==> src/sv/sem_pkg.sv <==
package sem_pkg;

   localparam int PIX_W   = 8;    // color component and luma
   localparam int DIM_W   = 13;   // frame_width / frame_height registers
   localparam int COORD_W = 12;   // emitted coordinates
   localparam int SUM_W   = 18;   // 299R + 587G + 114B, at most 255000
   localparam int RECIP_W = 19;
   localparam int PROD_W  = SUM_W + RECIP_W;
   localparam int GRAD_W  = 11;   // signed Sobel gradient, |g| <= 1020
   localparam int SQ_W    = 21;   // gx^2 + gy^2 <= 2080800
   localparam int REM_W   = 11;
   localparam int LINE_W  = 2 * PIX_W;

   // floor(s / 1000) == (s * ceil(2^28 / 1000)) >> 28 for every s below 2^18
   localparam logic [RECIP_W-1:0] LUMA_RECIP = 19'd268436;
   localparam int LUMA_SHIFT = 28;

   localparam logic [DIM_W-1:0] DIM_MIN    = 13'd3;
   localparam logic [DIM_W-1:0] HEIGHT_CAP = 13'd4096;
   localparam logic [DIM_W-1:0] WIDTH_RST  = 13'd640;
   localparam logic [DIM_W-1:0] HEIGHT_RST = 13'd480;

   localparam int CSR_ADDR_W = 3;
   localparam logic [CSR_ADDR_W-1:0] CSR_FRAME_WIDTH  = 3'h0;
   localparam logic [CSR_ADDR_W-1:0] CSR_FRAME_HEIGHT = 3'h4;

   typedef struct packed {
      logic               emit;
      logic               last;
      logic [COORD_W-1:0] col;
      logic [COORD_W-1:0] row;
   } pos_type;

   typedef struct packed {
      logic [REM_W-1:0] rem;
      logic [PIX_W-1:0] root;
   } sqrt_type;

   // one digit of the restoring square root: bring down two radicand bits
   function automatic sqrt_type sqrt_step(sqrt_type cur, logic [1:0] pair);
      logic [REM_W-1:0] rem_s;
      logic [REM_W-1:0] trial;
      sqrt_type nxt;
      rem_s = {cur.rem[REM_W-3:0], pair};
      trial = {1'b0, cur.root, 2'b01};
      if (rem_s >= trial) begin
         nxt.rem  = rem_s - trial;
         nxt.root = {cur.root[PIX_W-2:0], 1'b1};
      end else begin
         nxt.rem  = rem_s;
         nxt.root = {cur.root[PIX_W-2:0], 1'b0};
      end
      return nxt;
   endfunction

endpackage

==> src/sv/sem_window.sv <==
module sem_window
   import sem_pkg::*;
(
   input  logic              clock,
   input  logic              reset,
   input  logic              adv,
   input  logic              valid1,
   input  logic [SUM_W-1:0]  sum1,
   input  pos_type           pos1,
   input  logic [LINE_W-1:0] line_rd,
   output logic              wr_en,
   output logic [LINE_W-1:0] wr_data,
   output logic              valid3,
   output logic [SQ_W-1:0]   sumsq3,
   output pos_type           pos3
);

   logic [PROD_W-1:0] prod;
   logic [PIX_W-1:0]  luma;
   logic [PIX_W-1:0]  win_ff [9];
   logic [PIX_W-1:0]  win_in [9];

   logic              valid2_ff;
   pos_type           pos2_ff;

   logic [9:0]          px, nx, py, ny;
   logic signed [GRAD_W-1:0] gx, gy;
   logic signed [2*GRAD_W-1:0] sqx, sqy;
   logic [SQ_W-1:0]     sumsq;

   logic                valid3_ff;
   logic [SQ_W-1:0]     sumsq3_ff;
   pos_type             pos3_ff;

   assign prod = {{RECIP_W{1'b0}}, sum1} * {{SUM_W{1'b0}}, LUMA_RECIP};
   assign luma = prod[LUMA_SHIFT +: PIX_W];

   // line entry moves down: previous becomes older, new luma becomes previous
   assign wr_en   = adv && valid1;
   assign wr_data = {line_rd[PIX_W-1:0], luma};

   always_comb begin
      for (int k = 0; k < 3; k++) begin
         win_in[k*3]     = win_ff[k*3 + 1];
         win_in[k*3 + 1] = win_ff[k*3 + 2];
      end
      win_in[2] = line_rd[LINE_W-1:PIX_W];
      win_in[5] = line_rd[PIX_W-1:0];
      win_in[8] = luma;
   end

   always_ff @(posedge clock) begin
      if (reset) begin
         for (int k = 0; k < 9; k++) begin
            win_ff[k] <= '0;
         end
         valid2_ff <= 1'b0;
         valid3_ff <= 1'b0;
      end else if (adv) begin
         if (valid1) begin
            win_ff <= win_in;
         end
         valid2_ff <= valid1 && pos1.emit;
         valid3_ff <= valid2_ff;
      end
   end

   always_ff @(posedge clock) begin
      if (adv) begin
         pos2_ff   <= pos1;
         sumsq3_ff <= sumsq;
         pos3_ff   <= pos2_ff;
      end
   end

   // Sobel taps on the window of the item held in stage two
   always_comb begin
      px = {2'b0, win_ff[2]} + {1'b0, win_ff[5], 1'b0} + {2'b0, win_ff[8]};
      nx = {2'b0, win_ff[0]} + {1'b0, win_ff[3], 1'b0} + {2'b0, win_ff[6]};
      py = {2'b0, win_ff[6]} + {1'b0, win_ff[7], 1'b0} + {2'b0, win_ff[8]};
      ny = {2'b0, win_ff[0]} + {1'b0, win_ff[1], 1'b0} + {2'b0, win_ff[2]};
      gx = $signed({1'b0, px}) - $signed({1'b0, nx});
      gy = $signed({1'b0, py}) - $signed({1'b0, ny});
      sqx = gx * gx;
      sqy = gy * gy;
      sumsq = sqx[SQ_W-1:0] + sqy[SQ_W-1:0];
   end

   assign valid3 = valid3_ff;
   assign sumsq3 = sumsq3_ff;
   assign pos3   = pos3_ff;

endmodule

==> config.mk <==
export PLATFORM = sky130hd
export DESIGN_NAME = sem_window
export DESIGN_NICKNAME = d
export VERILOG_FILES = /design/src/sv/sem_pkg.sv /design/src/sv/sem_window.sv
export SDC_FILE = /design/constraint.sdc
export NUM_CORES = 1
export LEC_CHECK = 0
export ABC_AREA = 1
export BUFFER_PORTS_ARGS = -buffer_cell sky130_fd_sc_hd__buf_2
export CAP_MARGIN = 10
export CORE_UTILIZATION = 60
export DETAILED_ROUTE_END_ITERATION = 10
export GPL_TIMING_DRIVEN = 0
export PLACE_DENSITY = 0.83
export REMOVE_ABC_BUFFERS = 1
export SETUP_SLACK_MARGIN = 0.4
export SYNTH_ARGS = -nofsm -noshare
export SYNTH_HDL_FRONTEND = slang
export SYNTH_SLANG_ARGS = --single-unit
==> constraint.sdc <==
create_clock -name clock -period 16.11 [get_ports clock]
set_clock_uncertainty 0.05 [all_clocks]
set_input_delay 2.4165 -clock clock [delete_from_list [all_inputs] [get_ports clock]]
set_output_delay 2.4165 -clock clock [all_outputs]
set_load 0.05 [all_outputs]
== After elaboration in Yosys (flattened, before gate mapping) ==
Cells that the tools add are included.

* Register bits: 147
* Bits of input ports: 64

* $add $sub $neg: 11
* Multiply operators: 3
* Reductions and logical operators: 3

{| class="wikitable"
|+ Operators by type and width
! cell !! number
|-
| multiplier 11 x 11 -> 21 bit || 2
|-
| adder 10 x 8 -> 10 bit || 4
|-
| adder 8 x 9 -> 10 bit || 4
|-
| multiplier 18 x 17 -> 34 bit (second input constant) || 1
|-
| subtractor 10 x 10 -> 11 bit || 2
|-
| adder 21 bit || 1
|-
| logical AND 1 bit || 2
|-
| AND reduction 2 bit || 1
|}

== Logic depth before layout (Yosys ltp) ==
* Depth in word-level cells: 5
* Depth in mapped cells: 45

== Least setup slack after synthesis ==
OpenSTA, ideal clock, no wires.

* Path type: input port to output port
* Start: in sum1[7]
* End: out wr_data[0]
* Data arrival time: 6192 ps
* Required time: 13644 ps
* Path slack: 7451 ps
* Stages: 19
* Path buffers: 0
* Path through: ha_1 -> ha_1 -> inv_1 -> fa_1 -> inv_1 -> fa_1 -> inv_1 -> fa_1 -> inv_1 -> fa_1 -> ha_1 -> nand2_1 -> nor2_1 -> nand2_1 -> nor3b_1 -> nand2_1 -> nand3_1 -> nand2_1 -> nand2_1

* Longest elaborated chain between the ends: 1

{| class="wikitable"
|+ Ends and longest elaborated chain
! item !! line !! source
|-
| start, declared || sem_window.sv:8 || <nowiki>input logic [SUM_W-1:0] sum1,</nowiki>
|-
| multiplier 18 x 17 -> 34 bit || sem_window.sv:35 || <nowiki>assign prod = {{RECIP_W{1'b0}}, sum1} * {{SUM_W{1'b0}}, LUMA_RECIP};</nowiki>
|-
| end, declared || sem_window.sv:12 || <nowiki>output logic [LINE_W-1:0] wr_data,</nowiki>
|}

Every way passes these cells.

== Worst setup path after layout ==
* Start: reg win_ff[0] (netlist name)
* End: reg sumsq3_ff[20], in the netlist sumsq3[20], data pin

* Longest elaborated chain between the ends: 4

{| class="wikitable"
|+ Ends and longest elaborated chain
! item !! line !! source
|-
| start, declared || sem_window.sv:20 || <nowiki>logic [PIX_W-1:0] win_ff [9];</nowiki>
|-
| start signal, assigned || sem_window.sv:61 || <nowiki>win_ff <= win_in;</nowiki>
|-
| adder 10 x 8 -> 10 bit, on equally long branches || sem_window.sv:78, sem_window.sv:80 ||
|-
| subtractor 10 x 10 -> 11 bit, on equally long branches || sem_window.sv:82, sem_window.sv:83 ||
|-
| multiplier 11 x 11 -> 21 bit, on equally long branches || sem_window.sv:84, sem_window.sv:85 ||
|-
| adder 21 bit * || sem_window.sv:86 || <nowiki>sumsq = sqx[SQ_W-1:0] + sqy[SQ_W-1:0];</nowiki>
|-
| named net sumsq[20] || sem_window.sv:29 || <nowiki>logic [SQ_W-1:0] sumsq;</nowiki>
|-
| end signal, assigned || sem_window.sv:71 || <nowiki>sumsq3_ff <= sumsq;</nowiki>
|-
| end, declared || sem_window.sv:32 || <nowiki>logic [SQ_W-1:0] sumsq3_ff;</nowiki>
|}

The timed path passes the listed nets; every way through them passes the cells marked *.
A chain may end at the register's enable or synchronous reset.

==> impl_metrics.ini <==
[global_routing]
first_global_vias = 15440
antenna_found_initial = 0
grt_pass1_wl_um = 73870
overflow = 0
grt_max_degree = 100
grt_usage = 0.2822

[die]
die_w_um = 184.2
core_area_sq_um = 32620
ios = 129
core.rowCount = 66
dieArea_sq_um = 33920
die_y_um = 184.2
initial_core_util = 0.6105

[synth]
synth-edff-count = 73
synth_cells = 2250
synth_area_sq_um = 19920
yosysMostFrequentCell = inv_1
synthTopCellsByCount = 634 x inv_1, 336 x nand2_1, 332 x fa_1, 245 x ha_1, 178 x nor2_1
synth-async-reset-ratio = 0
seq_area_frac_synth = 0.1845
synth.avg_cell_area_sq_um = 8.851
synth_cell_types = 46
yosys_most_used_dff = dfxtp_1
yosysTopAreaCellShare = 0.3337
synth_area_leaders = fa_1 33%, ha_1 15%, inv_1 12%
ys_warn_count = 0
yosysTopAreaCell = fa_1
yosys_register_bits = 147

[detailed_routing]
viasPerCell = 5.148
drt-initial-drc-count = 893
drc = 0
vias = 14490
first_pass_iters = 5
drtAntennaViolNets = 0
wl_per_cell_um = 15.64
routed_wl_um = 44040

[worst_setup_path]
arrival_ps = 9880
critPathSlowestCell = xnor2_1
required_ps = 16250
critPathCaptureType = register
reg2reg_to = sumsq3[20]$_DFFE_PP_
slowest_delay_ps = 910
path_max_fanout = 8
critPathLaunchType = register
rr_worst_depth = 30
critPathKind = register to register
path_common_cell = fa_1
reg2reg_setup_slack_ps = 6370
timing.rr.start = win_ff[0]$_SDFFE_PP0P_

[flow_run]
drv_cap = 0

[placement]
placed_area_sq_um = 20930
dp_hpwl_um = 36840
port_buffers = 128
gp_congestion = 0.9186

[clocking]
clock_path_buffers = 2
cts-resized-gates = 0
cts_tree = yes
post-cts-setup-buffers = 0
numCtsBuffers = 17
clock_latency_ps = 450
htree_levels = 4
root_buffer = clkbuf_16
cts_hold_buf = 0
cts.sinks = 147
clkTransAtPathRegs_ps = 80

[timing]
min_period_over_period = 0.6048
slew_headroom = 0.2397
setup_viol = 0
finalHoldViolCount = 0
rsz0062_at_grt = no
max_freq_mhz = 102.6
timing_worst_slew_pin_value_ps = 1132
fin_crit_ps = 9743
fin_tns_setup_ps = 0
report.final.slew_viol_count = 0

[cells_and_area]
fin_area_sq_um = 21540
finalNetCount = 3001
areaGrowthSynthToFinish_pct = 8.155
n_antenna_cell = 0
layout-drive-gt1-share = 0.08344
num-fill-cells = 2582

[worst_hold_path]
min_path_type = register to register
hp-start = pos2_ff[21]$_DFFE_PP_
hold_end = pos3[21]$_DFFE_PP_
hold_depth = 0

[outcome]
status = completed
-- layer usage --
metal  part of all wire  track usage
met1               0.44       0.3702
met2               0.49       0.4862
met3              0.048      0.04070
met4              0.022      0.08133
met5                  0            0
-- critical path: cells and delay by family, from the launching register on --
family	cells	cell delay [ps]
fa+ha+maj	13	5810
xor+xnor	1	910
flops	1	330
buf+inv	8	880
compound gates	2	480
simple gates	6	1020
-- cells in the final DEF (no fill, tap or decap), types with 5 or more instances in the layout --
cell type and instances:
ha_1 245, a21oi_1 91, dfxtp_1 74, xnor2_1 9, nand3b_1 8, o21ai_0 79
inv_2 5, clkbuf_16 17, edfxtp_1 73, o21bai_1 8, nor3_1 5, nand4_1 8
inv_8 5, buf_2 127, inv_1 632, nor2_1 178, fa_1 332, nand2_1 335
nand3_1 54, or2_2 7, xor2_1 18, nor4_1 5, nand2_2 6
-- through the flow --
stage,hold WS (ps),std cells,utilization,setup WS [ps]
after floorplan,350.3,2213,-,7451
after global placement,351.3,2783,0.6412,5530
after detailed placement,354.5,2783,0.6415,6437
after CTS,369.9,2815,0.6603,6399
after global routing,377.2,2815,0.6603,5885
final,368.7,2815,0.6603,6367
-- state kept, by name, indices dropped and copies added, names as in the netlist --
register / flops
pos2_ff: 26
valid3: 1
sumsq3: 21
pos3: 26
win_ff: 72
valid2_ff: 1
-- layout make-up --
class                      count  area [sq um]  share of cell area
clock buffer                  17         425.4             0.01975
clock inverter                15         188.9            0.008771
inverter                     640          2407              0.1118
multi-input combinational   1426         13650              0.6336
sequential                   147          3674              0.1705
tap                          442         553.0             0.02568
timing repair buffer         128         643.1             0.02986
-- kinds of logic (layout without fill, tap and decap cells) --
logic type,after synthesis,after routing,share of synthesized area
AOI/OAI and AO/OA,196,196,0.05315
xor gates and xnor gates,29,29,0.01407
adders and majority gates,577,577,0.4877
buffers and inverters,677,800,0.1306
DFF,147,147,0.1845
and+or+nand+nor,624,624,0.1300
-- worst max path at each step --
stage	startpoint	to	slack [ps]	depth (start not counted)
global placement	adv	wr_en	5530	4
finish	win_ff[0]$_SDFFE_PP0P_	sumsq3[20]$_DFFE_PP_	6370	30
CTS	win_ff[0]$_SDFFE_PP0P_	sumsq3[20]$_DFFE_PP_	6400	30
detailed placement	win_ff[7]$_SDFFE_PP0P_	sumsq3[20]$_DFFE_PP_	6440	30
global route	win_ff[7]$_SDFFE_PP0P_	sumsq3[20]$_DFFE_PP_	5880	30
floorplan	sum1[7]	wr_data[0]	7450	19
Power is left out: the tool's default activity adds up to more than one toggle a clock period on the data nets, which glitch-free logic cannot reach.
