--- config.mk ---
export PLATFORM = sky130hd
export DESIGN_NAME = sem_sqrt
export DESIGN_NICKNAME = d
export VERILOG_FILES = /design/src/sv/sem_pkg.sv /design/src/sv/sem_sqrt.sv
export SDC_FILE = /design/constraint.sdc
export NUM_CORES = 1
export LEC_CHECK = 0
export ABC_AREA = 1
export BUFFER_PORTS_ARGS = -buffer_cell sky130_fd_sc_hd__buf_2
export CAP_MARGIN = 10
export CORE_MARGIN = 1.5
export CORE_UTILIZATION = 42
export DETAILED_ROUTE_END_ITERATION = 16
export MAX_ROUTING_LAYER = met4
export PLACE_DENSITY = 0.66
export SLEW_MARGIN = 20
export SYNTH_ARGS = -nofsm -noshare
export SYNTH_HDL_FRONTEND = slang
export SYNTH_SLANG_ARGS = --single-unit
--- constraint.sdc ---
create_clock -name clock -period 6.08 [get_ports clock]
set_input_delay 0.912 -clock clock [delete_from_list [all_inputs] [get_ports clock]]
set_output_delay 0.912 -clock clock [all_outputs]
set_load 0.01 [all_outputs]
--- src/sv/sem_pkg.sv ---
package sem_pkg;

   localparam int PIX_W   = 8;    // color component and luma
   localparam int DIM_W   = 13;   // frame_width / frame_height registers
   localparam int COORD_W = 12;   // emitted coordinates
   localparam int SUM_W   = 18;   // 299R + 587G + 114B, at most 255000
   localparam int RECIP_W = 19;
   localparam int PROD_W  = SUM_W + RECIP_W;
   localparam int GRAD_W  = 11;   // signed Sobel gradient, |g| <= 1020
   localparam int SQ_W    = 21;   // gx^2 + gy^2 <= 2080800
   localparam int REM_W   = 11;
   localparam int LINE_W  = 2 * PIX_W;

   // floor(s / 1000) == (s * ceil(2^28 / 1000)) >> 28 for every s below 2^18
   localparam logic [RECIP_W-1:0] LUMA_RECIP = 19'd268436;
   localparam int LUMA_SHIFT = 28;

   localparam logic [DIM_W-1:0] DIM_MIN    = 13'd3;
   localparam logic [DIM_W-1:0] HEIGHT_CAP = 13'd4096;
   localparam logic [DIM_W-1:0] WIDTH_RST  = 13'd640;
   localparam logic [DIM_W-1:0] HEIGHT_RST = 13'd480;

   localparam int CSR_ADDR_W = 3;
   localparam logic [CSR_ADDR_W-1:0] CSR_FRAME_WIDTH  = 3'h0;
   localparam logic [CSR_ADDR_W-1:0] CSR_FRAME_HEIGHT = 3'h4;

   typedef struct packed {
      logic               emit;
      logic               last;
      logic [COORD_W-1:0] col;
      logic [COORD_W-1:0] row;
   } pos_type;

   typedef struct packed {
      logic [REM_W-1:0] rem;
      logic [PIX_W-1:0] root;
   } sqrt_type;

   // one digit of the restoring square root: bring down two radicand bits
   function automatic sqrt_type sqrt_step(sqrt_type cur, logic [1:0] pair);
      logic [REM_W-1:0] rem_s;
      logic [REM_W-1:0] trial;
      sqrt_type nxt;
      rem_s = {cur.rem[REM_W-3:0], pair};
      trial = {1'b0, cur.root, 2'b01};
      if (rem_s >= trial) begin
         nxt.rem  = rem_s - trial;
         nxt.root = {cur.root[PIX_W-2:0], 1'b1};
      end else begin
         nxt.rem  = rem_s;
         nxt.root = {cur.root[PIX_W-2:0], 1'b0};
      end
      return nxt;
   endfunction

endpackage

--- src/sv/sem_sqrt.sv ---
module sem_sqrt
   import sem_pkg::*;
(
   input  logic             clock,
   input  logic             reset,
   input  logic             adv,
   input  logic             valid3,
   input  logic [SQ_W-1:0]  sumsq3,
   input  pos_type          pos3,
   output logic             res_valid,
   output logic [PIX_W-1:0] res_mag,
   output pos_type          res_pos
);

   sqrt_type         hi_part, lo_part;
   logic             sat;

   logic             valid4_ff;
   sqrt_type         part_ff;
   logic [PIX_W-1:0] low_ff;
   logic             sat_ff;
   pos_type          pos4_ff;

   // anything at or above 256^2 clamps to 255
   assign sat = |sumsq3[SQ_W-1:2*PIX_W];

   always_comb begin
      hi_part = '0;
      for (int i = 3; i >= 0; i--) begin
         hi_part = sqrt_step(hi_part, sumsq3[PIX_W + 2*i +: 2]);
      end
   end

   always_comb begin
      lo_part = part_ff;
      for (int i = 3; i >= 0; i--) begin
         lo_part = sqrt_step(lo_part, low_ff[2*i +: 2]);
      end
   end

   always_ff @(posedge clock) begin
      if (reset) begin
         valid4_ff <= 1'b0;
      end else if (adv) begin
         valid4_ff <= valid3;
      end
   end

   always_ff @(posedge clock) begin
      if (adv) begin
         part_ff <= hi_part;
         low_ff  <= sumsq3[PIX_W-1:0];
         sat_ff  <= sat;
         pos4_ff <= pos3;
      end
   end

   assign res_valid = valid4_ff;
   assign res_mag   = sat_ff ? {PIX_W{1'b1}} : lo_part.root;
   assign res_pos   = pos4_ff;

endmodule

Yosys cells after proc, flatten, opt, wreduce, memory -nomap -nowiden
Index checks and enable logic that the tools add are counted.
W data, S select, Z words.
{ "classes": {"n_lt_le_gt_ge": 8, "muxes": 9, "addsub": 7, "reduce_logical": 1} }
{ "ops": {"columns": ["operator", "count"], "rows": [
  ["$mux W17", 7],
  ["$ge A11 B10 Y1", 7],
  ["$sub A9 B9 Y9", 6],
  ["$mux W8", 1],
  ["$reduce_or A5 Y1", 1],
  ["$sub A2 B1 Y3 const B", 1],
  ["$ge A2 B1 Y1 const B", 1],
  ["$mux W1", 1]
]} }
{ "totals": {"regBits": 53, "word_cells": 34} }

Depth between registers and ports, before layout
{ "logic_depth": {"word_depth": 9, "ltp_mapped": 41, "depth_no_buf": 40} }

Worst setup path before layout
Ideal clock, no wire load.
{ "synth_path": {"path_type": "register to output", "from": "register part_ff[3] (netlist bit)", "to": "output port res_mag[0]", "required_ps": 5168, "stages_incl_launch_ff": 41, "n_path_buf": 1, "slack_ps": 230, "arrival_time_ps": 4938, "cell_sequence": "edfxtp_1 -> inv_1 -> ha_1 -> nand2_1 -> inv_1 -> nand2_1 -> nor2_1 -> nor2_2 -> nand3_2 -> inv_2 -> nand2_1 -> o21ai_0 -> ha_1 -> nand2_1 -> a21oi_1 -> a211oi_1 -> nand2_1 -> inv_1 -> [5 not listed] -> ha_1 -> a21oi_1 -> nor2_1 -> a211oi_1 -> nand2_1 -> nand2_1 -> nand3_2 -> inv_2 -> nand2_1 -> nand2_1 -> ha_1 -> a211o_1 -> inv_1 -> nand2_1 -> nor2_1 -> nand2_1 -> inv_1 -> nand2_1"} }
{ "synth_between": {"elab_chain_cells": 9, "word_cells_on_any_way": 12, "cone_classes": "3 x add/sub; 4 x order compare; 5 x mux"} }
{ "synth_lines": {"columns": ["item", "line", "text"], "rows": [
  ["start: declaration", "sem_sqrt.sv:19", "sqrt_type part_ff;"],
  ["start signal: assignment", "sem_sqrt.sv:51", "part_ff <= hi_part;"],
  ["$sub A9 B9 Y9 / $ge A11 B10 Y1 (equally long branches)", "sem_pkg.sv:47, sem_pkg.sv:46", null],
  ["$mux W17 *", "sem_pkg.sv:46", "if (rem_s >= trial) begin"],
  ["$sub A9 B9 Y9 / $ge A11 B10 Y1 (equally long branches)", "sem_pkg.sv:47, sem_pkg.sv:46", null],
  ["$mux W17 *", "sem_pkg.sv:46", null],
  ["$ge A11 B10 Y1 / $sub A9 B9 Y9 (equally long branches)", "sem_pkg.sv:46, sem_pkg.sv:47", null],
  ["$mux W17 *", "sem_pkg.sv:46", null],
  ["$ge A11 B10 Y1 *", "sem_pkg.sv:46", null],
  ["$mux W1 *", "sem_pkg.sv:46", null],
  ["$mux W8 *", "sem_sqrt.sv:59", "assign res_mag = sat_ff ? {PIX_W{1'b1}} : lo_part.root;"],
  ["end: declaration", "sem_sqrt.sv:11", "output logic [PIX_W-1:0] res_mag,"]
]} }
Mark *: on every way between the ends. The rest lies on a longest branch, timed or not.

Worst setup path after layout
{ "layout_path": {"from": "register part_ff[10] (netlist bit)", "to": "output port res_mag[0]"} }
{ "layout_between": {"elab_chain_cells": 9, "word_cells_on_any_way": 12, "cone_classes": "3 x add/sub; 4 x order compare; 5 x mux"} }
{ "layout_lines": {"columns": ["item", "line"], "rows": [
  ["$sub A9 B9 Y9 / $ge A11 B10 Y1 (equally long branches)", "sem_pkg.sv:47, sem_pkg.sv:46"],
  ["$mux W17 *", "sem_pkg.sv:46"],
  ["$sub A9 B9 Y9 / $ge A11 B10 Y1 (equally long branches)", "sem_pkg.sv:47, sem_pkg.sv:46"],
  ["$mux W17 *", "sem_pkg.sv:46"],
  ["$sub A9 B9 Y9 / $ge A11 B10 Y1 (equally long branches)", "sem_pkg.sv:47, sem_pkg.sv:46"],
  ["$mux W17 *", "sem_pkg.sv:46"],
  ["$ge A11 B10 Y1 *", "sem_pkg.sv:46"],
  ["$mux W1 *", "sem_pkg.sv:46"],
  ["$mux W8 *", "sem_sqrt.sv:59"]
]} }
Marked as above.

==> impl_metrics.json <==
{
  "synth_edf_count": 48,
  "io_pins": 86,
  "first_pass_iters": 5,
  "rows": 35,
  "ant_nets": 0,
  "grt_use_total": 0.206,
  "r2r_slack_ps": 5490,
  "wl_per_cell_um": 13.7,
  "use_met1": 0.231,
  "yosysUniqueCellTypes": 44,
  "setup-tns-final_ps": -159,
  "place_inst": 742,
  "synth-main-ff-cell": "edfxtp_1",
  "drv_cap": 0,
  "antenna_found_initial": 0,
  "power.leakage_uw": 0.00285,
  "cts_tree": "yes",
  "synthesis.area_sq_um": 4070,
  "insertion_delay_ps": 290,
  "met3_usage": 0.0173,
  "place_ws_ps": -134,
  "drive_gt1_frac": 0.419,
  "ctsHoldBuffers": 0,
  "setup_violations": 1,
  "r2r-start": "res_valid$_SDFFE_PP0P_",
  "worstPathRequired_ps": 5170,
  "ys_seq_area_frac": 0.359,
  "tightestPinTransition_ps": 1060,
  "routed_wirelength_mm": 11.0,
  "cp-startpoint": "part_ff[10]$_DFFE_PP_",
  "setup_slack_ps": -159,
  "p_per_area_nw_per_um2": 391,
  "grt_first_pass_wirelength_mm": 16.6,
  "htreeDepth": 2,
  "crit_path_max_fanout": 8,
  "yosysWarningCount": 0,
  "endpoint_kind": "output port",
  "design.die.area_sq_um": 10300,
  "critPathMaxStageDelay_ps": 430,
  "grt-ovfl-total": 0,
  "die_width_um": 101,
  "path_clk_slew_ps": 90,
  "hold_depth": 2,
  "grt_pass1_vias": 3780,
  "clock_sinks": 49,
  "worst-r2r-cell-count": 2,
  "die-height_um": 101,
  "hold_ws_ps": 511,
  "rsz0062_at_grt": "true",
  "fin_cells": 800,
  "coreArea_sq_um": 9330,
  "hp-class": "reg2reg",
  "cp-start-kind": "register",
  "via_count": 3906,
  "hold_viol": 0,
  "vdd_drop_max_uv": 197,
  "worst-setup-path-type": "reg2out",
  "first_iter_violations": 179,
  "slew_viol_final": 0,
  "grt_use_met2": 0.382,
  "hpwl_mm": 7.85,
  "fmax_mhz": 160,
  "violations": "negative setup slack",
  "timing.slew.headroom": 0.290,
  "synth_seq_cells": 49,
  "start_util": 0.436,
  "grt_max_degree": 50,
  "fin_nets": 761,
  "async_reset_ff_frac": 0,
  "synth_nets": 596,
  "netlist_instances": 505,
  "gp_congestion": 0.926,
  "n_antenna_cell": 0,
  "vias_per_cell": 4.88,
  "outcome": "finished, violations left",
  "cts_made_buffers": 5,
  "drc": 0,
  "clockRootBuffer": "clkbuf_8",
  "syn_avg_cell_area_sq_um": 8.05,
  "crit_end": "res_mag[0]",
  "fin_total_pwr_uw": 2250,
  "clockBufferDepth": 2,
  "layout_min_cycle_time_ps": 6240,
  "syn_to_final_growth_pct": 41.2,
  "r2r-end": "res_valid$_SDFFE_PP0P_",
  "post-route-period-util": 1.03,
  "crit_slowest_cell": "edfxtp_1",
  "crit_arrival_ps": 5330,
  "portBuffers": 85,
  "finalClockSkew_ps": 0,
  "gr-max-usage-layer": "met2"
}
[sequential cells by signal, summed over array words and instances (netlist names)]
register   cells
res_valid      1
res_pos       26
low_ff         8
part_ff       13
sat_ff         1
[cell usage after synthesis, types with 3 or more instances]
cell | instances | area share
o21ai_0 | 21 | 0.026
inv_2 | 5 | 0.0046
a21oi_2 | 6 | 0.013
nor2_2 | 8 | 0.012
xor2_1 | 15 | 0.032
nand2_4 | 4 | 0.011
xnor2_1 | 7 | 0.015
nand2_1 | 144 | 0.13
nand2_2 | 9 | 0.014
edfxtp_1 | 48 | 0.35
nand3_2 | 3 | 0.0074
nand4_1 | 7 | 0.011
nor3_1 | 4 | 0.0049
a21oi_1 | 16 | 0.020
a211oi_1 | 3 | 0.0055
nand3_1 | 30 | 0.037
ha_1 | 40 | 0.12
nor2_1 | 25 | 0.023
inv_1 | 79 | 0.073
[routing by layer]
metal / routed length (um) / vias up / share of wire
met5: 0 / - / 0
met2: 6070 / 102 / 0.55
met4: 242 / 0 / 0.022
li1: - / 1973 / -
met3: 358 / 25 / 0.033
met1: 4310 / 1806 / 0.39
[worst max-delay path, delay by kind of cell (launching register included)]
kind | cells | cell delay (ps)
flops | 1 | 430
buf+inv | 10 | 950
compound gates | 3 | 460
simple gates | 22 | 2060
fa+ha+maj | 4 | 1110
[what timing repair did]
action,CTS,global route
buffers inserted,33,16
setup endpoints to repair,1,1
pin swaps,22,47
gates cloned,1,0
resized for setup,52,59
endpoints found under the hold margin,0,0
[placed cells by master (no fill, tap or decap), types with 7 or more instances in the layout]
cell type	n
a21oi_1	14
o21ai_2	7
nor2_1	20
inv_2	11
xnor2_1	7
nand2_2	24
o21ai_0	7
edfxtp_1	48
nand2_4	10
buf_4	70
buf_2	85
nand4_1	7
nand2_1	123
nor2_2	11
nand3_1	29
ha_4	11
xor2_1	14
inv_1	69
ha_1	28
a21oi_2	7
[power by group]
group	internal, uW	total [uW]	switching, uW
registers	423	445	22.2
logic	716	1570	858
clock network	124	229	105
total	1260	2250	985
[how the worst min path moves through the flow]
stage | slack (ps) | endpoint | from
final | 510 | res_valid$_SDFFE_PP0P_ | res_valid$_SDFFE_PP0P_
after global routing | 560 | res_valid$_SDFFE_PP0P_ | res_valid$_SDFFE_PP0P_
after CTS | 510 | res_valid$_SDFFE_PP0P_ | res_valid$_SDFFE_PP0P_
after detailed placement | 490 | res_valid$_SDFFE_PP0P_ | res_valid$_SDFFE_PP0P_
after global placement | 470 | res_valid$_SDFFE_PP0P_ | res_valid$_SDFFE_PP0P_
after floorplan | 530 | res_valid$_SDFFE_PP0P_ | res_valid$_SDFFE_PP0P_
[kinds of logic after synthesis]
logic type	synth area share
flops	0.359
xor+xnor	0.0582
fa+ha+maj	0.123
compound gates	0.0908
mux	0.00492
simple gates	0.280
buf+inv	0.0837
[per-stage QoR]
step,utilization,cell area (sq um)
final,0.616,5740
after global routing,0.616,5740
after CTS,0.578,5390
after detailed placement,0.517,4820
after global placement,0.517,4820
after floorplan,-,4070
[final cells by class]
type | instances | area (sq um)
Clock buffer | 6 | 72.6
Clock inverter | 2 | 38.8
Fill cell | 795 | 3580
Inverter | 85 | 340
Multi-Input combinational cell | 369 | 2670
Sequential cell | 49 | 1460
Tap cell | 129 | 161
Timing Repair Buffer | 159 | 996
Timing Repair inverter | 1 | 7.51
Power figures use the tool's default switching activity.
