<file path="config.mk">
export PLATFORM = sky130hd
export DESIGN_NAME = sem_front
export DESIGN_NICKNAME = d
export VERILOG_FILES = /design/src/sv/sem_pkg.sv /design/src/sv/sem_front.sv
export SDC_FILE = /design/constraint.sdc
export NUM_CORES = 1
export LEC_CHECK = 0
export BUFFER_PORTS_ARGS = -buffer_cell sky130_fd_sc_hd__buf_2
export CAP_MARGIN = 20
export CORE_AREA = 8 8 157 159
export CTS_CLUSTER_DIAMETER = 120
export DETAILED_ROUTE_END_ITERATION = 6
export DIE_AREA = 0 0 165 167
export PLACE_DENSITY = 0.71
export SLEW_MARGIN = 20
export SYNTH_ARGS = -nofsm -noshare
export SYNTH_HDL_FRONTEND = slang
export SYNTH_SLANG_ARGS = --single-unit
</file>
<file path="constraint.sdc">
create_clock -name clock -period 9.35 [get_ports clock]
set_input_delay 0.4675 -clock clock [delete_from_list [all_inputs] [get_ports clock]]
set_output_delay 0.4675 -clock clock [all_outputs]
set_load 0.01 [all_outputs]
</file>
<file path="src/sv/sem_pkg.sv">
package sem_pkg;

   localparam int PIX_W   = 8;    // color component and luma
   localparam int DIM_W   = 13;   // frame_width / frame_height registers
   localparam int COORD_W = 12;   // emitted coordinates
   localparam int SUM_W   = 18;   // 299R + 587G + 114B, at most 255000
   localparam int RECIP_W = 19;
   localparam int PROD_W  = SUM_W + RECIP_W;
   localparam int GRAD_W  = 11;   // signed Sobel gradient, |g| <= 1020
   localparam int SQ_W    = 21;   // gx^2 + gy^2 <= 2080800
   localparam int REM_W   = 11;
   localparam int LINE_W  = 2 * PIX_W;

   // floor(s / 1000) == (s * ceil(2^28 / 1000)) >> 28 for every s below 2^18
   localparam logic [RECIP_W-1:0] LUMA_RECIP = 19'd268436;
   localparam int LUMA_SHIFT = 28;

   localparam logic [DIM_W-1:0] DIM_MIN    = 13'd3;
   localparam logic [DIM_W-1:0] HEIGHT_CAP = 13'd4096;
   localparam logic [DIM_W-1:0] WIDTH_RST  = 13'd640;
   localparam logic [DIM_W-1:0] HEIGHT_RST = 13'd480;

   localparam int CSR_ADDR_W = 3;
   localparam logic [CSR_ADDR_W-1:0] CSR_FRAME_WIDTH  = 3'h0;
   localparam logic [CSR_ADDR_W-1:0] CSR_FRAME_HEIGHT = 3'h4;

   typedef struct packed {
      logic               emit;
      logic               last;
      logic [COORD_W-1:0] col;
      logic [COORD_W-1:0] row;
   } pos_type;

   typedef struct packed {
      logic [REM_W-1:0] rem;
      logic [PIX_W-1:0] root;
   } sqrt_type;

   // one digit of the restoring square root: bring down two radicand bits
   function automatic sqrt_type sqrt_step(sqrt_type cur, logic [1:0] pair);
      logic [REM_W-1:0] rem_s;
      logic [REM_W-1:0] trial;
      sqrt_type nxt;
      rem_s = {cur.rem[REM_W-3:0], pair};
      trial = {1'b0, cur.root, 2'b01};
      if (rem_s >= trial) begin
         nxt.rem  = rem_s - trial;
         nxt.root = {cur.root[PIX_W-2:0], 1'b1};
      end else begin
         nxt.rem  = rem_s;
         nxt.root = {cur.root[PIX_W-2:0], 1'b0};
      end
      return nxt;
   endfunction

endpackage

</file>
<file path="src/sv/sem_front.sv">
module sem_front
   import sem_pkg::*;
#(
   parameter int MAX_WIDTH = 4096,
   parameter int ADDR_W    = 12
) (
   input  logic              clock,
   input  logic              reset,
   input  logic              adv,
   input  logic              accept,
   input  logic [PIX_W-1:0]  red,
   input  logic [PIX_W-1:0]  green,
   input  logic [PIX_W-1:0]  blue,
   input  logic              start_of_frame,
   input  logic [DIM_W-1:0]  frame_width,
   input  logic [DIM_W-1:0]  frame_height,
   output logic [ADDR_W-1:0] rd_addr,
   output logic              valid1,
   output logic [ADDR_W-1:0] addr1,
   output logic [SUM_W-1:0]  sum1,
   output pos_type           pos1
);

   localparam int WIDTH_CAP = (MAX_WIDTH < 8191) ? MAX_WIDTH : 8191;

   logic [DIM_W-1:0]   col_ff, col_in;
   logic [COORD_W-1:0] row_ff, row_in;
   logic [DIM_W-1:0]   eff_w, eff_h;
   logic [DIM_W-1:0]   cur_c, cur_r, nxt_r;
   logic [SUM_W-1:0]   sum;
   pos_type            pos;

   logic               valid1_ff;
   logic [ADDR_W-1:0]  addr1_ff;
   logic [SUM_W-1:0]   sum1_ff;
   pos_type            pos1_ff;

   always_comb begin
      eff_w = frame_width;
      if (frame_width < DIM_MIN) begin
         eff_w = DIM_MIN;
      end else if (frame_width > DIM_W'(WIDTH_CAP)) begin
         eff_w = DIM_W'(WIDTH_CAP);
      end
      eff_h = frame_height;
      if (frame_height < DIM_MIN) begin
         eff_h = DIM_MIN;
      end else if (frame_height > HEIGHT_CAP) begin
         eff_h = HEIGHT_CAP;
      end
   end

   // position of this pixel, wrapping when the geometry shrank
   always_comb begin
      cur_c = start_of_frame ? '0 : col_ff;
      cur_r = start_of_frame ? '0 : {1'b0, row_ff};
      if (cur_c >= eff_w) begin
         cur_c = '0;
         cur_r = cur_r + 1'b1;
      end
      if (cur_r >= eff_h) begin
         cur_r = '0;
      end
      col_in = cur_c + 1'b1;
      nxt_r  = cur_r;
      if (col_in >= eff_w) begin
         col_in = '0;
         nxt_r  = cur_r + 1'b1;
         if (nxt_r >= eff_h) begin
            nxt_r = '0;
         end
      end
      row_in = nxt_r[COORD_W-1:0];
   end

   always_comb begin
      pos.emit = (cur_c >= DIM_W'(2)) && (cur_r >= DIM_W'(2));
      pos.last = (cur_c == eff_w - 1'b1) && (cur_r == eff_h - 1'b1);
      pos.col  = COORD_W'(cur_c - 1'b1);
      pos.row  = COORD_W'(cur_r - 1'b1);
   end

   assign sum = ({10'd0, red}   * 18'd299)
              + ({10'd0, green} * 18'd587)
              + ({10'd0, blue}  * 18'd114);

   assign rd_addr = ADDR_W'(cur_c);

   always_ff @(posedge clock) begin
      if (reset) begin
         col_ff    <= '0;
         row_ff    <= '0;
         valid1_ff <= 1'b0;
      end else begin
         if (accept) begin
            col_ff <= col_in;
            row_ff <= row_in;
         end
         if (adv) begin
            valid1_ff <= accept;
         end
      end
   end

   always_ff @(posedge clock) begin
      if (accept) begin
         addr1_ff <= rd_addr;
         sum1_ff  <= sum;
         pos1_ff  <= pos;
      end
   end

   assign valid1 = valid1_ff;
   assign addr1  = addr1_ff;
   assign sum1   = sum1_ff;
   assign pos1   = pos1_ff;

endmodule

</file>
=== Word-level counts from Yosys, hierarchy flattened ===
Cells that the tools add are included.

* Input port bits: 55
* Logic and storage cells: 47
* Flip-flop bits (word level): 82
* Output and inout port bits: 69

* Reduce and logical (&&, ||, !) cells: 2
* Multiply operators: 3
* $add $sub $neg: 9
* Equal/unequal tests: 2
* $lt $le $gt $ge: 10
* Mux-type cells: 12

{| class="wikitable"
|+ Operator list
! cell !! number
|-
| 2-to-1 mux 13 bit || 9
|-
| >= comparator 13 bit || 4
|-
| 2-to-1 mux 12 bit || 3
|-
| adder 13 x 1 -> 13 bit (second input constant) || 2
|-
| equality test 13 bit || 2
|-
| >= comparator 13 x 2 -> 1 bit (second input constant) || 2
|-
| greater-than comparator 13 bit (second input constant) || 2
|-
| < comparator 13 x 2 -> 1 bit (second input constant) || 2
|-
| subtractor 13 x 1 -> 13 bit (second input constant) || 2
|-
| subtractor 12 x 1 -> 12 bit (second input constant) || 2
|-
| adder 17 x 18 -> 18 bit || 1
|-
| adder 18 x 15 -> 18 bit || 1
|-
| multiplier 8 x 10 -> 18 bit (second input constant) || 1
|-
| multiplier 8 x 9 -> 17 bit (second input constant) || 1
|-
| multiplier 8 x 6 -> 14 bit (second input constant) || 1
|-
| adder 12 x 1 -> 13 bit (second input constant) || 1
|-
| logical AND 1 bit || 2
|}

=== Depth between registers and ports, before layout ===
Gate-level depths: netlist (run 1).

* Depth in word-level cells: 11
* Depth in mapped cells: 34
* Mapped depth without buffers: 30

=== Worst setup path after synthesis (run 1) ===
OpenSTA, ideal clock, no wires.

* Path kind: in2reg
* Start point: in start_of_frame
* End point: reg row_ff[8]
* Stages: 31
* Setup slack: 1.639 ns
* Data required time: 9.259 ns
* Data arrival time: 7.621 ns
* Buffers on the path: 5
* Cells stage by stage: clkbuf_1 buf_2 clkbuf_1 nor2b_1 ha_1 a21oi_1 o21ai_0 a41oi_1 o32a_1 a21oi_1 xnor2_1 nor2_1 ha_1 a2111oi_0 o211ai_1 o21a_1 clkbuf_1 nor2_1 ha_1 nand4_2 o21a_1 or2_2 ha_1 a21o_1 a21o_1 a2111oi_0 o21ai_0 a211oi_1 clkbuf_1 o21ai_0 a311oi_1

* Longest elaborated chain between the ends: 9

{| class="wikitable"
|+ Ends and longest elaborated chain
! element !! line !! source
|-
| start, declared || sem_front.sv:14 || <nowiki>input logic start_of_frame,</nowiki>
|-
| 2-to-1 mux 12 bit or 2-to-1 mux 13 bit (tied branches) || sem_front.sv:56, sem_front.sv:55 ||
|-
| adder 12 x 1 -> 13 bit or >= comparator 13 bit (tied branches) || sem_front.sv:59, sem_front.sv:57 ||
|-
| 2-to-1 mux 13 bit || sem_front.sv:57 || <nowiki>if (cur_c >= eff_w) begin</nowiki>
|-
| >= comparator 13 bit || sem_front.sv:61 || <nowiki>if (cur_r >= eff_h) begin</nowiki>
|-
| 2-to-1 mux 13 bit || sem_front.sv:61 ||
|-
| adder 13 x 1 -> 13 bit || sem_front.sv:68 || <nowiki>nxt_r = cur_r + 1'b1;</nowiki>
|-
| >= comparator 13 bit || sem_front.sv:69 || <nowiki>if (nxt_r >= eff_h) begin</nowiki>
|-
| 2-to-1 mux 12 bit || sem_front.sv:69 ||
|-
| 2-to-1 mux 12 bit (*) || sem_front.sv:66 || <nowiki>if (col_in >= eff_w) begin</nowiki>
|-
| end signal, assigned || sem_front.sv:97 || <nowiki>row_ff <= row_in;</nowiki>
|-
| end, declared || sem_front.sv:27 || <nowiki>logic [COORD_W-1:0] row_ff, row_in;</nowiki>
|}

Mark *: on every way between the ends. The rest lies on a longest branch, timed or not.
A chain may end at the register's enable or synchronous reset.

=== Worst setup path after layout (run 1) ===
* Start point: in start_of_frame
* End point: reg row_ff[10]

Same word-level chain as after synthesis.

==> flow_summary.json, run 1 <==
{
  "grt_pass1_wl_mm": 46.8,
  "synth_edf_count": 56,
  "grt_max_degree": 63,
  "vias": 9104,
  "worstHoldPathType": "input pin to flop",
  "n_antenna_cell": 0,
  "r2r_cells": 27,
  "hold_depth": 3,
  "synth_fa_ha_area_frac": 0.327,
  "status": "completed",
  "path_class": "input pin to flop",
  "place_ws_ns": 0.905,
  "slowest_stage": "o32ai_4",
  "cts_tree": "built",
  "relSlewSlack": 0.365,
  "dieArea_um2": 27600,
  "p_total_mw": 3.00,
  "worstHoldEndpoint": "valid1$_SDFFE_PP0P_",
  "ys.flop_type": "edfxtp_1",
  "clock_latency_ns": 0.36,
  "slowest_delay_ns": 0.51,
  "synth-compound-area-share": 0.138,
  "drt-initial-drc-count": 708,
  "hold_viol": 0,
  "ys_seq_area_frac": 0.207,
  "die_w_um": 165,
  "final_common_cell": "inv_1",
  "routabilityCongestion": 0.969,
  "die_h_um": 167,
  "synth_top_family_by_area": "adder cells",
  "r2r-end": "row_ff[10]$_SDFFE_PP0P_",
  "grt-ovfl-total": 0,
  "period_share": 0.887,
  "max-clock-path-buffers": 2,
  "num_rows": 55,
  "hold_buffers": 0,
  "holdCritStartpoint": "adv",
  "antenna_left": 0,
  "drive_above_1_share": 0.139,
  "final_cell_mix": "inv_1, ha_1, buf_2",
  "met1_usage": 0.272,
  "final_cells": 1588,
  "io_pins": 124,
  "cellPowerDensity_nw_per_um2": 253,
  "r2r_start": "col_ff[8]$_SDFFE_PP0P_",
  "busiest_layer": "met2",
  "nNetsFinal": 1587,
  "endpoint_kind": "flop",
  "period_needed_ns": 8.29,
  "cap_violations": 0,
  "fmax_mhz": 121,
  "synthCells": 1188,
  "rsz0062_at_grt": "no",
  "area_growth_pct": 11.4,
  "multiInputGateArea_um2": 7600,
  "drt-pass1-iter-count": 5,
  "r2r_slack_ns": 1.22,
  "synthMuxAreaShare": 0.0111,
  "synth_nets": 1477,
  "clkTransAtPathRegs_ns": 0.08,
  "met2_usage": 0.354,
  "critPathArrivalTime_ns": 8.57,
  "grt_pass1_vias": 9081,
  "cts_made_buffers": 9,
  "tightest_slew_ns": 0.945,
  "crit_required_ns": 9.63,
  "hpwl_mm": 24.2,
  "cts.repair.resized": 0,
  "final_max_slew_viol_count": 0,
  "start_util": 0.478,
  "nFillCells": 2086,
  "crit_top_cell": "ha_1",
  "finClkSkew_ns": 0.0154,
  "syn_area_per_cell_um2": 8.94,
  "clock-sinks": 82,
  "crit_fanout": 14,
  "worst_setup_path_start_kind": "input pin",
  "antenna_found_initial": 0,
  "irDropWorstVdd_uv": 294,
  "synth-async-reset-ratio": 0,
  "dp.cells": 1572,
  "cts_setup_buffers": 0,
  "synth-xor-area-share": 0.0692,
  "synthDistinctLibCells": 71,
  "htree_levels": 3,
  "ys_seq_elements": 82,
  "setup_viol": 0,
  "drc": 0,
  "grt_usage": 0.213,
  "core_um2": 22200,
  "cts-root-buf": "clkbuf_16",
  "syn_area_um2": 10600,
  "routed_wl_mm": 29.3,
  "regArea_um2": 2200,
  "setup-tns-final_ns": 0,
  "worst_slack_ns": 1.06,
  "met3_usage": 0.0350,
  "yosys_warnings": 0,
  "port_buffers": 123,
  "routed_via_density": 5.73,
  "leakage_nw": 5.63,
  "yosys.area_share.simple": 0.171,
  "wl_per_cell_um": 18.4
}
## through the flow
stage               utilization  hold WS (ns)  cell area (um2)
detailed placement        0.519         0.492            11500
global route              0.532         0.384            11800
finish                    0.532         0.361            11800
floorplan                     -         0.464            10600
CTS                       0.532         0.359            11800
global placement          0.519         0.472            11500
## flip-flops by register name (all words and copies together), names as in the netlist
name	flops
sum1	18
pos1	26
addr1	12
col_ff	13
valid1	1
row_ff	12
## how the worst max path moves through the flow
stage                        start                       to
global route        start_of_frame  row_ff[10]$_SDFFE_PP0P_
CTS                 frame_width[8]  row_ff[10]$_SDFFE_PP0P_
finish              start_of_frame  row_ff[10]$_SDFFE_PP0P_
floorplan           start_of_frame   row_ff[8]$_SDFFE_PP0P_
detailed placement  frame_width[8]  row_ff[10]$_SDFFE_PP0P_
global placement    start_of_frame  row_ff[10]$_SDFFE_PP0P_
## Yosys cell counts (all sizes together) (4+ instances only)
cell | instances | area share
nor3b | 4 | 0.0039
buf | 10 | 0.0045
a31oi | 10 | 0.0059
or4 | 5 | 0.0035
nor4 | 11 | 0.0093
or2 | 9 | 0.0053
mux2i | 8 | 0.0079
o211ai | 4 | 0.0028
a21o | 12 | 0.0085
ha | 162 | 0.19
and4 | 9 | 0.0074
o2111ai | 5 | 0.0041
a211oi | 12 | 0.0085
xnor2 | 56 | 0.047
o22ai | 4 | 0.0024
a41oi | 4 | 0.0040
a311oi | 7 | 0.0058
clkbuf | 27 | 0.0095
nand2 | 81 | 0.029
dfxtp | 26 | 0.049
nand4 | 10 | 0.0065
nor2b | 23 | 0.014
inv | 177 | 0.063
a22oi | 8 | 0.0057
and2 | 8 | 0.0047
o21bai | 8 | 0.0057
and3 | 14 | 0.0083
nor3 | 34 | 0.018
a21oi | 51 | 0.024
fa | 72 | 0.14
or3 | 8 | 0.0047
o21ai | 43 | 0.020
edfxtp | 56 | 0.16
nand3 | 34 | 0.016
o21a | 12 | 0.0085
a221oi | 5 | 0.0041
nand2b | 7 | 0.0041
xor2 | 27 | 0.022
nor2 | 86 | 0.030
o41ai | 7 | 0.0075
## power breakdown
part           switching (mW)  internal (mW)
Sequential             0.0156          0.568
Combinational            1.14          0.915
Clock                   0.168          0.187
## kinds of logic after synthesis
logic type               count (synthesis)
AND/OR/NAND/NOR                        351
adder cells (fa/ha/maj)                234
buffers and inverters                  214
AO/OA/AOI/OAI                          213
XOR/XNOR                                83
flip-flops                              82
multiplexers                            11
## layer usage
metal	vias to the layer above	part of all wire	wire length (um)
met3	57	0.069	2020
met2	328	0.48	14200
met4	0	0.028	830
met5	-	0	0
met1	4353	0.42	12300
li1	4366	-	-
## critical path, delay by kind of cell
kind / cells / cell delay, ns
simple gates: 7 / 2.17
mux: 1 / 0.09
compound gates: 12 / 3.30
buf+inv: 5 / 1.05
fa+ha+maj: 4 / 0.98
xor+xnor: 1 / 0.47
## final cells by class
cell class,instances,share of cell area
flip-flops and latches,82,0.186
clock inverters,7,0.00540
clock buffers,9,0.0190
well taps,285,0.0301
repair buffers,136,0.0605
multi-input cells,892,0.643
inverters,177,0.0562
Note: power is estimated with default switching activity, not from simulation.
==> inputs of run 2 (changes only) <==
--- a/config.mk
+++ b/config.mk
@@ -12,7 +12,6 @@
 export DETAILED_ROUTE_END_ITERATION = 6
 export DIE_AREA = 0 0 165 167
 export PLACE_DENSITY = 0.71
-export SLEW_MARGIN = 20
 export SYNTH_ARGS = -nofsm -noshare
 export SYNTH_HDL_FRONTEND = slang
 export SYNTH_SLANG_ARGS = --single-unit
==> constraint.sdc (replaced) <==
create_clock -name clock -period 9.35 [get_ports clock]
set_input_delay 0.935 -clock clock [delete_from_list [all_inputs] [get_ports clock]]
set_output_delay 0.935 -clock clock [all_outputs]
set_load 0.01 [all_outputs]
==> run 2 against run 1 <==
Worst hold slack gained 0.14 ns. Register-to-register slack gained 0.39 ns. Core utilization grew 0.11 points. Combinational power is essentially flat. Worst setup slack lost 0.036 ns. Critical endpoint unchanged. Highest routed layer unchanged.
==> flow_summary.json, run 2 (synthesis results as in run 1) <==
{
  "clkPwrFrac": 0.119,
  "final_cell_mix": "inv_1, ha_1, buf_2",
  "io_pins": 124,
  "clkTransAtPathRegs_ns": 0.06,
  "path_depth": 31,
  "finClkSkew_ns": 0.0120,
  "met3_usage": 0.0330,
  "slowest_delay_ns": 0.50,
  "cts-root-buf": "clkbuf_16",
  "dp.cells": 1575,
  "status": "completed",
  "met1_usage": 0.277,
  "relSlewSlack": 0.360,
  "busiest_layer": "met2",
  "grt_max_degree": 63,
  "final_max_slew_viol_count": 0,
  "hold_viol": 0,
  "sw_frac_of_total": 0.442,
  "clock_latency_ns": 0.36,
  "nNetsFinal": 1590,
  "cap_violations": 0,
  "drt-pass1-iter-count": 5,
  "crit_family": "compound AO/OA/AOI/OAI gates",
  "tightest_slew_ns": 0.953,
  "largest_reg_flops": 26,
  "timing.hold.ws_ns": 0.497,
  "cts_tree": "built",
  "irDropWorstVdd_uv": 264,
  "grt_pass1_vias": 8986,
  "endpoint_kind": "flop",
  "rsz0062_at_grt": "no",
  "startpoint": "frame_width[8]",
  "dieArea_um2": 27600,
  "drive_above_1_share": 0.141,
  "r2r_start": "col_ff[8]$_SDFFE_PP0P_",
  "period_needed_ns": 8.33,
  "place_ws_ns": 0.852,
  "crit_buf_inv": 3,
  "hpwl_mm": 24.2,
  "grt-ovfl-total": 0,
  "crit_required_ns": 9.62,
  "leakage_nw": 5.65,
  "fmax_mhz": 120,
  "final_area_um2": 11900,
  "crit_fanout": 14,
  "drt-initial-drc-count": 635,
  "worst_setup_path_start_kind": "input pin",
  "cts.repair.resized": 0,
  "port_buffers": 123,
  "grt_pass1_wl_mm": 47.1,
  "final_common_cell": "inv_1",
  "critPathArrivalTime_ns": 8.60,
  "core_um2": 22200,
  "antenna_left": 0,
  "hold_buffers": 0,
  "num_rows": 55,
  "grt_usage": 0.215,
  "vias": 9060,
  "switchingPower_mw": 1.32,
  "die_h_um": 167,
  "worstHoldPathType": "flop to flop",
  "path_class": "input pin to flop",
  "r2r_slack_ns": 1.61,
  "antenna_found_initial": 0,
  "area_growth_pct": 11.7,
  "setup_viol": 0,
  "internal-power_mw": 1.67,
  "cellPowerDensity_nw_per_um2": 252,
  "cts_made_buffers": 9,
  "crit_top_cell": "ha_1",
  "worst_slack_ns": 1.02,
  "met2_usage": 0.362,
  "period_share": 0.891,
  "slowest_stage": "o32ai_4",
  "routabilityCongestion": 0.958,
  "r2r-end": "row_ff[10]$_SDFFE_PP0P_",
  "crit_end": "row_ff[10]$_SDFFE_PP0P_",
  "start_util": 0.478,
  "routed_wl_mm": 29.4,
  "r2r_cells": 27,
  "drc": 0,
  "clock-sinks": 82,
  "routed_via_density": 5.69,
  "max-clock-path-buffers": 2,
  "cts_setup_buffers": 0,
  "final_core_util": 0.533,
  "p_total_mw": 2.99,
  "nFillCells": 2074,
  "pwr-share-seq": 0.195,
  "post_dp_cell_area_um2": 11600,
  "n_antenna_cell": 0,
  "final_cells": 1591,
  "wl_per_cell_um": 18.5,
  "setup-tns-final_ns": 0,
  "die_w_um": 165,
  "combPwrFrac": 0.686,
  "htree_levels": 3
}
[run 2: cell count changes in the layout (fill, tap and decap cells not counted)]
cell and delta:
buf_4 +3, inv_6 -1, inv_8 +1
[run 2: worst min-delay path by stage]
stage | slack, ns | cells after the start | startpoint | to
finish | 0.50 | 2 | row_ff[9]$_SDFFE_PP0P_ | row_ff[9]$_SDFFE_PP0P_
floorplan | 0.46 | 2 | row_ff[10]$_SDFFE_PP0P_ | row_ff[10]$_SDFFE_PP0P_
detailed placement | 0.49 | 2 | valid1$_SDFFE_PP0P_ | valid1$_SDFFE_PP0P_
global route | 0.54 | 2 | row_ff[9]$_SDFFE_PP0P_ | row_ff[9]$_SDFFE_PP0P_
global placement | 0.47 | 2 | valid1$_SDFFE_PP0P_ | valid1$_SDFFE_PP0P_
CTS | 0.50 | 2 | row_ff[9]$_SDFFE_PP0P_ | row_ff[9]$_SDFFE_PP0P_
[run 2: layout make-up]
type                    count  area (um2)  area share
clock buffers               9         225      0.0190
repair buffers            139         738      0.0623
well taps                 285         357      0.0301
inverters                 177         664      0.0561
clock inverters             7        66.3     0.00559
multi-input cells         892        7600       0.641
flip-flops and latches     82        2200       0.186
[run 2: metal layers]
metal	wire (um)	up-vias
met5	0	-
met4	555	0
met3	1780	37
met2	14500	286
met1	12600	4372
li1	-	4365
[run 2: power by group through the flow]
| stage | sequential (mW) | combinational, mW | clock, mW |
|---|---|---|---|
| CTS | 0.584 | 2.09 | 0.365 |
| global route | 0.589 | 2.35 | 0.380 |
| global placement | 0.591 | 2.02 | 0 |
| finish | 0.584 | 2.05 | 0.356 |
| detailed placement | 0.592 | 2.08 | 0 |
| floorplan | 0.621 | 1.57 | 0 |
[run 2: worst min-delay path, stage by stage (launching register included)]
cell,delay (ns)
dfxtp_1,0.32
nor2_1,0.08
a311oi_1,0.05
